`config.mk`:
```
export PLATFORM = sky130hd
export DESIGN_NAME = scalar_kalman_rate_fusion_core
export DESIGN_NICKNAME = d
export VERILOG_FILES = /design/src/kfr_pkg.sv /design/src/kfr_div.sv /design/src/kfr_seq.sv /design/src/kfr_dp.sv /design/src/scalar_kalman_rate_fusion_core.sv
export SDC_FILE = /design/constraint.sdc
export NUM_CORES = 2
export LEC_CHECK = 0
export ABC_CLOCK_PERIOD_IN_PS = 6800
export BUFFER_PORTS_ARGS = -buffer_cell sky130_fd_sc_hd__buf_4
export CAP_MARGIN = 20
export CORE_MARGIN = 2
export CORE_UTILIZATION = 40
export CTS_CLUSTER_SIZE = 28
export DETAILED_ROUTE_END_ITERATION = 8
export HOLD_SLACK_MARGIN = 0.1
export PLACE_DENSITY = 0.6
export SYNTH_ARGS = -nofsm -noshare
export SYNTH_HDL_FRONTEND = slang
export SYNTH_HIERARCHICAL = 1
export SYNTH_SLANG_ARGS = --single-unit
```
`constraint.sdc`:
```
create_clock -name clk_i -period 6.8 [get_ports clk_i]
set_input_delay 0.34 -clock clk_i [delete_from_list [all_inputs] [get_ports clk_i]]
set_output_delay 0.34 -clock clk_i [all_outputs]
set_load 0.01 [all_outputs]
```
`src/kfr_pkg.sv`:
```
// shared types, constants and microcode encodings for the rate fusion filter
package kfr_pkg;

  localparam int unsigned RateW  = 16;
  localparam int unsigned VarW   = 24;
  localparam int unsigned DenW   = VarW + 1;
  localparam int unsigned DivW   = 2 * VarW;
  localparam int unsigned AccW   = VarW + RateW + 2;
  localparam int unsigned PcW    = 4;

  localparam logic [VarW-1:0]  VarMax          = {VarW{1'b1}};
  localparam logic [VarW-1:0]  ProcessVarReset = 24'd1024;
  localparam logic [VarW-1:0]  SensorVarReset  = 24'd128;
  localparam logic [VarW-1:0]  StartVarReset   = 24'd256000;

  // register indexes on the configuration port (word address)
  localparam logic [1:0] RegProcessVar = 2'd0;
  localparam logic [1:0] RegSensorVar  = 2'd1;
  localparam logic [1:0] RegStartVar   = 2'd2;

  // input kinds carried in tuser
  localparam logic ActGyro     = 1'b0;
  localparam logic ActOdometry = 1'b1;

  // microprogram step addresses
  localparam logic [PcW-1:0] StIdle     = 4'd0;
  localparam logic [PcW-1:0] StGyro     = 4'd1;
  localparam logic [PcW-1:0] StSeed     = 4'd2;
  localparam logic [PcW-1:0] StPredict  = 4'd3;
  localparam logic [PcW-1:0] StDenom    = 4'd4;
  localparam logic [PcW-1:0] StMulGyro  = 4'd5;
  localparam logic [PcW-1:0] StSum      = 4'd6;
  localparam logic [PcW-1:0] StDivMean  = 4'd7;
  localparam logic [PcW-1:0] StWaitMean = 4'd8;
  localparam logic [PcW-1:0] StSetMean  = 4'd9;
  localparam logic [PcW-1:0] StDivVar   = 4'd10;
  localparam logic [PcW-1:0] StWaitVar  = 4'd11;
  localparam logic [PcW-1:0] StSetVar   = 4'd12;
  localparam logic [PcW-1:0] StZeroVar  = 4'd13;
  localparam logic [PcW-1:0] StEmit     = 4'd14;
  localparam logic [PcW-1:0] StReturn   = 4'd15;

  typedef enum logic [3:0] {
    OP_NONE,
    OP_CAPTURE,
    OP_GYRO,
    OP_SEED,
    OP_PREDICT,
    OP_DENOM,
    OP_MUL_GYRO,
    OP_SUM,
    OP_DIV_MEAN,
    OP_SET_MEAN,
    OP_DIV_VAR,
    OP_SET_VAR,
    OP_ZERO_VAR,
    OP_EMIT
  } kfr_op_e;

  typedef enum logic [2:0] {
    C_NEVER,
    C_ALWAYS,
    C_NO_INPUT,
    C_GYRO,
    C_FIRST,
    C_DEN_ZERO,
    C_DIV_BUSY,
    C_OUT_BUSY
  } kfr_cond_e;

  typedef struct packed {
    kfr_op_e        op;
    kfr_cond_e      cond;
    logic [PcW-1:0] target;
  } kfr_ctl_t;

  typedef struct packed {
    logic is_gyro;
    logic first;
    logic den_zero;
    logic div_busy;
  } kfr_stat_t;

  typedef struct packed {
    logic [VarW-1:0] process_var;
    logic [VarW-1:0] sensor_var;
    logic [VarW-1:0] start_var;
  } kfr_cfg_t;

endpackage

```
`src/kfr_div.sv`:
```
// iterative unsigned divider, two quotient bits per cycle
module kfr_div (
  input  logic                      clk_i,
  input  logic                      rst_ni,
  input  logic                      start_i,
  input  logic [kfr_pkg::DivW-1:0]  dividend_i,
  input  logic [kfr_pkg::DenW-1:0]  divisor_i,
  output logic                      busy_o,
  output logic [kfr_pkg::DivW-1:0]  quotient_o
);
  import kfr_pkg::*;

  localparam int unsigned Steps = DivW / 2;
  localparam int unsigned CntW  = $clog2(Steps);

  logic              busy_q, busy_d;
  logic [CntW-1:0]   cnt_q, cnt_d;
  logic [DenW-1:0]   rem_q, rem_d;
  logic [DenW-1:0]   div_q, div_d;
  logic [DivW-1:0]   quo_q, quo_d;
  logic [DenW-1:0]   rem_step;
  logic [DivW-1:0]   quo_step;
  logic [DenW:0]     trial;

  // two restoring steps per cycle
  always_comb begin
    rem_step = rem_q;
    quo_step = quo_q;
    trial    = '0;
    for (int i = 0; i < 2; i++) begin
      trial    = {rem_step, quo_step[DivW-1]};
      quo_step = {quo_step[DivW-2:0], 1'b0};
      if (trial >= {1'b0, div_q}) begin
        rem_step    = DenW'(trial - {1'b0, div_q});
        quo_step[0] = 1'b1;
      end else begin
        rem_step = trial[DenW-1:0];
      end
    end
  end

  always_comb begin
    busy_d = busy_q;
    cnt_d  = cnt_q;
    rem_d  = rem_q;
    div_d  = div_q;
    quo_d  = quo_q;
    if (start_i) begin
      busy_d = 1'b1;
      cnt_d  = CntW'(Steps - 1);
      rem_d  = '0;
      div_d  = divisor_i;
      quo_d  = dividend_i;
    end else if (busy_q) begin
      rem_d = rem_step;
      quo_d = quo_step;
      cnt_d = cnt_q - 1'b1;
      if (cnt_q == '0) begin
        busy_d = 1'b0;
      end
    end
  end

  always_ff @(posedge clk_i or negedge rst_ni) begin
    if (!rst_ni) begin
      busy_q <= 1'b0;
      cnt_q  <= '0;
    end else begin
      busy_q <= busy_d;
      cnt_q  <= cnt_d;
    end
  end

  always_ff @(posedge clk_i) begin
    rem_q <= rem_d;
    div_q <= div_d;
    quo_q <= quo_d;
  end

  assign busy_o     = busy_q;
  assign quotient_o = quo_q;

endmodule

```
`src/kfr_seq.sv`:
```
// microprogram sequencer: step counter, control store and jump logic
module kfr_seq (
  input  logic                clk_i,
  input  logic                rst_ni,
  input  kfr_pkg::kfr_stat_t  stat_i,
  input  logic                in_valid_i,
  input  logic                out_busy_i,
  output kfr_pkg::kfr_ctl_t   ctl_o,
  output logic                idle_o
);
  import kfr_pkg::*;

  logic [PcW-1:0] pc_q, pc_d;
  kfr_ctl_t       ctl;
  logic           take;

  function automatic kfr_ctl_t ucode(input logic [PcW-1:0] pc);
    kfr_ctl_t w;
    w = '{op: OP_NONE, cond: C_NEVER, target: StIdle};
    unique case (pc)
      StIdle:     w = '{op: OP_CAPTURE,  cond: C_NO_INPUT, target: StIdle};
      StGyro:     w = '{op: OP_GYRO,     cond: C_GYRO,     target: StIdle};
      StSeed:     w = '{op: OP_SEED,     cond: C_FIRST,    target: StIdle};
      StPredict:  w = '{op: OP_PREDICT,  cond: C_NEVER,    target: StIdle};
      StDenom:    w = '{op: OP_DENOM,    cond: C_NEVER,    target: StIdle};
      StMulGyro:  w = '{op: OP_MUL_GYRO, cond: C_DEN_ZERO, target: StZeroVar};
      StSum:      w = '{op: OP_SUM,      cond: C_NEVER,    target: StIdle};
      StDivMean:  w = '{op: OP_DIV_MEAN, cond: C_NEVER,    target: StIdle};
      StWaitMean: w = '{op: OP_NONE,     cond: C_DIV_BUSY, target: StWaitMean};
      StSetMean:  w = '{op: OP_SET_MEAN, cond: C_NEVER,    target: StIdle};
      StDivVar:   w = '{op: OP_DIV_VAR,  cond: C_NEVER,    target: StIdle};
      StWaitVar:  w = '{op: OP_NONE,     cond: C_DIV_BUSY, target: StWaitVar};
      StSetVar:   w = '{op: OP_SET_VAR,  cond: C_ALWAYS,   target: StEmit};
      StZeroVar:  w = '{op: OP_ZERO_VAR, cond: C_NEVER,    target: StIdle};
      StEmit:     w = '{op: OP_EMIT,     cond: C_OUT_BUSY, target: StEmit};
      StReturn:   w = '{op: OP_NONE,     cond: C_ALWAYS,   target: StIdle};
      default:    w = '{op: OP_NONE,     cond: C_ALWAYS,   target: StIdle};
    endcase
    return w;
  endfunction

  assign ctl = ucode(pc_q);

  always_comb begin
    unique case (ctl.cond)
      C_NEVER:    take = 1'b0;
      C_ALWAYS:   take = 1'b1;
      C_NO_INPUT: take = !in_valid_i;
      C_GYRO:     take = stat_i.is_gyro;
      C_FIRST:    take = stat_i.first;
      C_DEN_ZERO: take = stat_i.den_zero;
      C_DIV_BUSY: take = stat_i.div_busy;
      C_OUT_BUSY: take = out_busy_i;
      default:    take = 1'b0;
    endcase
  end

  assign pc_d = take ? ctl.target : pc_q + 1'b1;

  always_ff @(posedge clk_i or negedge rst_ni) begin
    if (!rst_ni) begin
      pc_q <= StIdle;
    end else begin
      pc_q <= pc_d;
    end
  end

  assign ctl_o  = ctl;
  assign idle_o = (pc_q == StIdle);

endmodule

```
`src/kfr_dp.sv`:
```
// filter datapath: state registers, multipliers, saturation and shared divider
module kfr_dp (
  input  logic                       clk_i,
  input  logic                       rst_ni,
  input  kfr_pkg::kfr_ctl_t          ctl_i,
  input  kfr_pkg::kfr_cfg_t          cfg_i,
  input  logic                       in_fire_i,
  input  logic                       in_action_i,
  input  logic [kfr_pkg::RateW-1:0]  in_sample_i,
  output kfr_pkg::kfr_stat_t         stat_o,
  output logic [kfr_pkg::RateW-1:0]  mean_o,
  output logic [kfr_pkg::VarW-1:0]   var_o
);
  import kfr_pkg::*;

  localparam logic signed [RateW+1:0] RateMax18 = 18'sd32767;
  localparam logic signed [RateW+1:0] RateMin18 = -18'sd32768;
  localparam logic [DivW-1:0] QuoPosMax = DivW'(32767);
  localparam logic [DivW-1:0] QuoNegMax = DivW'(32768);

  logic                     action_q;
  logic signed [RateW-1:0]  sample_q;
  logic signed [RateW-1:0]  mean_q, mean_d;
  logic        [VarW-1:0]   var_q, var_d;
  logic signed [RateW-1:0]  gyro_q, gyro_d;
  logic signed [RateW-1:0]  prev_q, prev_d;
  logic                     first_q, first_d;
  logic        [DenW-1:0]   den_q, den_d;
  logic signed [AccW-1:0]   acc_q, acc_d;
  logic        [DivW-1:0]   prod_q, prod_d;
  logic                     neg_q, neg_d;

  logic signed [RateW+1:0]  pred_sum;
  logic        [DenW-1:0]   var_sum;
  logic signed [AccW-1:0]   mul_rm;
  logic signed [DivW-1:0]   mul_pg;
  logic        [DivW-1:0]   mul_pr;
  logic        [AccW-1:0]   acc_mag;
  logic                     div_start;
  logic        [DivW-1:0]   div_dividend;
  logic                     div_busy;
  logic        [DivW-1:0]   quotient;
  logic signed [RateW-1:0]  mean_quo;
  logic        [VarW-1:0]   var_quo;

  assign pred_sum = (RateW+2)'(mean_q) + (RateW+2)'(sample_q) - (RateW+2)'(prev_q);
  assign var_sum  = {1'b0, var_q} + {1'b0, cfg_i.process_var};
  assign mul_rm   = $signed({1'b0, cfg_i.sensor_var}) * mean_q;
  assign mul_pg   = $signed({1'b0, var_q}) * gyro_q;
  assign mul_pr   = var_q * cfg_i.sensor_var;
  assign acc_mag  = acc_q[AccW-1] ? AccW'(-acc_q) : AccW'(acc_q);

  // quotient back to a saturated signed rate and a saturated variance
  always_comb begin
    if (!neg_q) begin
      mean_quo = (quotient > QuoPosMax) ? RateMax18[RateW-1:0] : quotient[RateW-1:0];
    end else if (quotient > QuoNegMax) begin
      mean_quo = RateMin18[RateW-1:0];
    end else begin
      mean_quo = RateW'(-quotient[RateW-1:0]);
    end
    var_quo = (quotient > DivW'(VarMax)) ? VarMax : quotient[VarW-1:0];
  end

  assign div_start    = (ctl_i.op == OP_DIV_MEAN) || (ctl_i.op == OP_DIV_VAR);
  assign div_dividend = (ctl_i.op == OP_DIV_MEAN) ? DivW'(acc_mag) : prod_q;

  always_comb begin
    mean_d  = mean_q;
    var_d   = var_q;
    gyro_d  = gyro_q;
    prev_d  = prev_q;
    first_d = first_q;
    den_d   = den_q;
    acc_d   = acc_q;
    prod_d  = prod_q;
    neg_d   = neg_q;
    case (ctl_i.op)
      OP_GYRO: begin
        if (action_q == ActGyro) begin
          gyro_d = sample_q;
        end
      end
      OP_SEED: begin
        if (first_q) begin
          mean_d  = sample_q;
          var_d   = cfg_i.start_var;
          prev_d  = sample_q;
          first_d = 1'b0;
        end
      end
      OP_PREDICT: begin
        if (pred_sum > RateMax18) begin
          mean_d = RateMax18[RateW-1:0];
        end else if (pred_sum < RateMin18) begin
          mean_d = RateMin18[RateW-1:0];
        end else begin
          mean_d = pred_sum[RateW-1:0];
        end
        prev_d = sample_q;
        var_d  = var_sum[VarW] ? VarMax : var_sum[VarW-1:0];
      end
      OP_DENOM: begin
        den_d = {1'b0, var_q} + {1'b0, cfg_i.sensor_var};
        acc_d = mul_rm;
      end
      OP_MUL_GYRO: prod_d = mul_pg;
      OP_SUM:      acc_d  = acc_q + $signed(prod_q[AccW-1:0]);
      OP_DIV_MEAN: neg_d  = acc_q[AccW-1];
      OP_SET_MEAN: begin
        mean_d = mean_quo;
        prod_d = mul_pr;
      end
      OP_SET_VAR:  var_d = var_quo;
      OP_ZERO_VAR: var_d = '0;
      default: ;
    endcase
  end

  // sample capture happens only on an accepted transfer
  always_ff @(posedge clk_i) begin
    if (in_fire_i) begin
      action_q <= in_action_i;
      sample_q <= in_sample_i;
    end
    den_q  <= den_d;
    acc_q  <= acc_d;
    prod_q <= prod_d;
    neg_q  <= neg_d;
  end

  always_ff @(posedge clk_i or negedge rst_ni) begin
    if (!rst_ni) begin
      mean_q  <= '0;
      var_q   <= StartVarReset;
      gyro_q  <= '0;
      prev_q  <= '0;
      first_q <= 1'b1;
    end else begin
      mean_q  <= mean_d;
      var_q   <= var_d;
      gyro_q  <= gyro_d;
      prev_q  <= prev_d;
      first_q <= first_d;
    end
  end

  kfr_div u_div (
    .clk_i      (clk_i),
    .rst_ni     (rst_ni),
    .start_i    (div_start),
    .dividend_i (div_dividend),
    .divisor_i  (den_q),
    .busy_o     (div_busy),
    .quotient_o (quotient)
  );

  assign stat_o = '{is_gyro:  (action_q == ActGyro),
                    first:    first_q,
                    den_zero: (den_q == '0),
                    div_busy: div_busy};
  assign mean_o = mean_q;
  assign var_o  = var_q;

endmodule

```
`src/scalar_kalman_rate_fusion_core.sv`:
```
// top level of the scalar kalman yaw rate fusion filter
//
// input stream: one transfer per sample; tuser[0] selects the sensor (0 gyro,
// 1 odometry), tdata[15:0] is the signed q8.8 yaw rate. a gyro transfer only
// latches the newest gyro rate. the first odometry transfer after reset seeds
// the mean and loads start_variance; neither gives a result.
// every later odometry transfer runs prediction and update and gives one
// result on the output stream: tdata[15:0] fused rate (signed q8.8),
// tdata[39:16] variance (unsigned q16.8).
// a microprogram of 16 steps drives the datapath; the shared divider yields
// two quotient bits per cycle; the program waits on it in each of the two
// divisions. an update puts its result in the output register at the emit
// step and then returns to idle for the next transfer; gyro and seeding
// items return to idle from their own steps; one item is worked on at a time.
// the result sits in an output register, so the next item is accepted while it
// waits; only a second result stalls the program until the first is taken.
// reset clears the program counter and the output valid, loads the register
// defaults, zeroes the gyro latch and arms the seeding of the first odometry.
// configuration goes over the apb port at byte addresses 0, 4 and 8.
module scalar_kalman_rate_fusion_core (
  input  logic        clk_i,
  input  logic        rst_ni,
  // input stream
  input  logic        s_axis_tvalid,
  output logic        s_axis_tready,
  input  logic [15:0] s_axis_tdata,   // [15:0] rate_sample
  input  logic        s_axis_tuser,   // [0] action
  // result stream
  output logic        m_axis_tvalid,
  input  logic        m_axis_tready,
  output logic [39:0] m_axis_tdata,   // [15:0] filtered_rate, [39:16] estimate_variance
  // configuration port
  input  logic        psel,
  input  logic        penable,
  input  logic        pwrite,
  input  logic [3:0]  paddr,
  input  logic [31:0] pwdata,
  output logic [31:0] prdata,
  output logic        pready
);
  import kfr_pkg::*;

  kfr_cfg_t          cfg_q;
  kfr_ctl_t          ctl;
  kfr_stat_t         stat;
  logic              idle;
  logic              in_fire;
  logic              out_busy;
  logic              emit;
  logic              cfg_wr;
  logic [1:0]        reg_idx;
  logic [RateW-1:0]  mean;
  logic [VarW-1:0]   var_est;
  logic              out_valid_q, out_valid_d;
  logic [39:0]       out_data_q;

  // configuration registers
  assign pready  = 1'b1;
  assign reg_idx = paddr[3:2];
  assign cfg_wr  = psel && penable && pwrite && pready;

  always_ff @(posedge clk_i or negedge rst_ni) begin
    if (!rst_ni) begin
      cfg_q.process_var <= ProcessVarReset;
      cfg_q.sensor_var  <= SensorVarReset;
      cfg_q.start_var   <= StartVarReset;
    end else if (cfg_wr) begin
      unique case (reg_idx)
        RegProcessVar: cfg_q.process_var <= pwdata[VarW-1:0];
        RegSensorVar:  cfg_q.sensor_var  <= pwdata[VarW-1:0];
        RegStartVar:   cfg_q.start_var   <= pwdata[VarW-1:0];
        default: ;
      endcase
    end
  end

  always_comb begin
    unique case (reg_idx)
      RegProcessVar: prdata = {8'd0, cfg_q.process_var};
      RegSensorVar:  prdata = {8'd0, cfg_q.sensor_var};
      RegStartVar:   prdata = {8'd0, cfg_q.start_var};
      default:       prdata = '0;
    endcase
  end

  // input handshake: samples are taken only while the program sits idle
  assign s_axis_tready = idle;
  assign in_fire       = s_axis_tvalid && s_axis_tready;

  // the emit step holds while the previous result is still unclaimed
  assign out_busy = out_valid_q && !m_axis_tready;
  assign emit     = (ctl.op == OP_EMIT) && !out_busy;

  kfr_seq u_seq (
    .clk_i      (clk_i),
    .rst_ni     (rst_ni),
    .stat_i     (stat),
    .in_valid_i (s_axis_tvalid),
    .out_busy_i (out_busy),
    .ctl_o      (ctl),
    .idle_o     (idle)
  );

  kfr_dp u_dp (
    .clk_i       (clk_i),
    .rst_ni      (rst_ni),
    .ctl_i       (ctl),
    .cfg_i       (cfg_q),
    .in_fire_i   (in_fire),
    .in_action_i (s_axis_tuser),
    .in_sample_i (s_axis_tdata),
    .stat_o      (stat),
    .mean_o      (mean),
    .var_o       (var_est)
  );

  // output register
  always_comb begin
    out_valid_d = out_valid_q;
    if (emit) begin
      out_valid_d = 1'b1;
    end else if (m_axis_tready) begin
      out_valid_d = 1'b0;
    end
  end

  always_ff @(posedge clk_i or negedge rst_ni) begin
    if (!rst_ni) begin
      out_valid_q <= 1'b0;
    end else begin
      out_valid_q <= out_valid_d;
    end
  end

  always_ff @(posedge clk_i) begin
    if (emit) begin
      out_data_q <= {var_est, mean};
    end
  end

  assign m_axis_tvalid = out_valid_q;
  assign m_axis_tdata  = out_data_q;

endmodule
```
==> impl_results.md <==
- Slew Viols, Final: 0
- Num rows: 155
- Total GRT Usage: a little over a quarter
- Die Ht: about 430 um
- Clock transition at path regs: roughly 0.060 ns
- Drt initial violations: 4604
- Layout area overhead: 18.3%
- Wire per inst: approximately 23 um
- Final Critical Period: approximately 7.3 ns
- Longest Clk Path Bufs: 3
- Die ar.: between 150000 and 200000 um2
- CTS H-Tree Depth: 2
- Initial Util: about two fifths
- Final Skew: between 0.06 and 0.07 ns
- Root Driver: clkbuf_16
- Violated checks: negative setup slack
- Syn Std Cell Area: around 70000 um2
- Via count: approximately 60000
- Max-capacitance violation count: 0
- Ports: ~140
- Pre-antenna DRT Iters: 6
- Ys Warns: 6
- FILL cells: 16700
- Final setup slack of the worst path: -0.459 ns
- Max Freq: roughly 140 MHz
- Final Hold Vio Count: 0
- Largest net degree at the start of global routing: ~120
- Fin crit share: 107%
- First-pass GRT wire length: about 370000 um
- Most common cell after layout, fill and taps aside: inv_1
- Port buffer count: around 120
- Final net count: about 10000
- Core ar.: 179000 um2
- Critical path startpoint category: flip-flop
- Die width: roughly 430 um
- Maximum fanout along the worst path: 5
- Design Area, Final: approximately 85000 um2
- CTS buffer count: 56
- Later-pin clock latency in the skew report: a little over 0.7 ns
- Reg2Reg Setup Slack: -0.46 ns
- Gr ovfl total: 0
- CTS tree: built
- Slew @ Worst Pin: about 1.3 ns
- # DRC: 0
- Initial antenna violation count: 20
- Arrival @ worst endpoint: slightly below 8 ns
- DRT antenna net count: 0
- Fraction of layout cells with a size suffix above 1: between 15 and 20%
- Hold WC Path Type: in -> async
- Critical path class: reg -> reg
- # setup viols final: 38
- Outcome: complete, but fails checks
- DP Area: around 80000 um2
- Most frequent cells in the layout: inv_1 (1406), fa_1 (1094), nand2_1 (1034)
- Slew HR: between 10% and 20%
- Vias in the first global route: between 60000 and 70000
- Final WL: roughly 240000 um
- Worst Path Required: 7.24 ns
- Avg Cell Area, Syn: between 9 and 10 um2
- Vias per inst: approximately 5.4
- Synthesized instance count: 7885
- Final HPWL DP: about 200000 um
- Critical path capture point type: flip-flop
- Unrepaired setup endpoints after global routing: yes
- Clock sink count: ~430
- Placer Congestion: between 0.9 and 1
-- metrics by stage --
stage	cells	TNS [ns]	setup WS, ns	hold WS, ns	utilization (%)
2_1_floorplan	7892	-0.0232	-0.0136	0.0444	-
3_3_place_gp	10600	-22.19	-0.925	0.309	45.0
3_5_place_dp	10600	-23.06	-0.891	0.305	45.0
4_1_cts	10800	-4.79	-0.336	0.113	47.2
5_1_grt	10900	-15.61	-0.588	0.150	47.6
6_report	10900	-7.92	-0.459	0.129	47.6
-- flip-flops by register name, summed over array words and instances, names as in the netlist, 24 cells and up --
signal                 flops
cfg_q                     72
u_dp/prod_q               48
u_dp/u_div/quotient_o     48
u_dp/acc_q                42
m_axis_tdata              40
u_dp/den_q                25
u_dp/u_div/div_q          25
u_dp/u_div/rem_q          25
u_dp/var_o                24
-- critical path, stage by stage (launching register included) --
cell and delay (ns):
dfstp_2 0.56, buf_12 0.13, buf_12 0.13, buf_4 0.12, nand2_1 0.07, fa_1 0.49, fa_1 0.50, inv_1 0.05
fa_1 0.46, fa_2 0.61, fa_1 0.47, fa_1 0.51, inv_1 0.06, fa_1 0.52, inv_2 0.05, ha_4 0.26
nand3_4 0.14, o22ai_4 0.11, nor4_4 0.39, a21oi_4 0.10, buf_6 0.15, o211a_4 0.25, o221ai_4 0.27, nor3_2 0.07
or3_1 0.31, a31o_2 0.24
-- per-layer routing --
metal	part of all wire, %	GRT usage (%)	wire length, um
met3	7.3	4.41	17800
met5	0.046	0	112
met2	47	44.2	116000
met4	4.5	10.5	11000
met1	41	34.5	99900
-- what timing repair did --
| action | in CTS | in global routing |
|---|---|---|
| hold buffers | 43 | 0 |
| gates cloned | 5 | 1 |
| gates resized for setup | 238 | 161 |
| buffers inserted | 36 | 31 |
| pin swaps | 147 | 139 |
| endpoints found under the setup margin | 52 | 54 |
| endpoints found under the hold margin | 128 | 0 |
-- cell type report --
| class | count | area [um2] | share of cell area [%] |
|---|---|---|---|
| clock buffers | 67 | 1490 | 1.76 |
| clock inverters | 39 | 443 | 0.520 |
| well taps | 2355 | 2950 | 3.46 |
| repair buffers | 898 | 8360 | 9.83 |
| flip-flops and latches | 427 | 11800 | 13.9 |
| diodes | 7 | 17.5 | 0.0206 |
| inverters | 1438 | 5400 | 6.34 |
| multi-input cells | 5634 | 54600 | 64.2 |
-- worst paths after layout --
path	endpoint	cells after the start	startpoint
setup / recovery	u_dp/prod_q[40]$_DFFE_PP_	25	u_dp/var_o[11]$_DFFE_PN1P_
hold / removal	u_seq/pc_q[0]$_DFF_PN0_	2	rst_ni
setup reg to reg	u_dp/prod_q[40]$_DFFE_PP_	25	u_dp/var_o[11]$_DFFE_PN1P_
hold reg to reg	u_dp/u_div/div_q[12]$_DFFE_PP_	0	u_dp/den_q[12]$_DFFE_PP_
max in group asynchronous	cfg_q[26]$_DFFE_PN0P_	3	rst_ni
min in group clk_i	u_seq/pc_q[2]$_DFF_PN0_	5	s_axis_tvalid
Power is not shown: default switching activity piles up to over one toggle a cycle in this logic, so the estimate is an artifact.
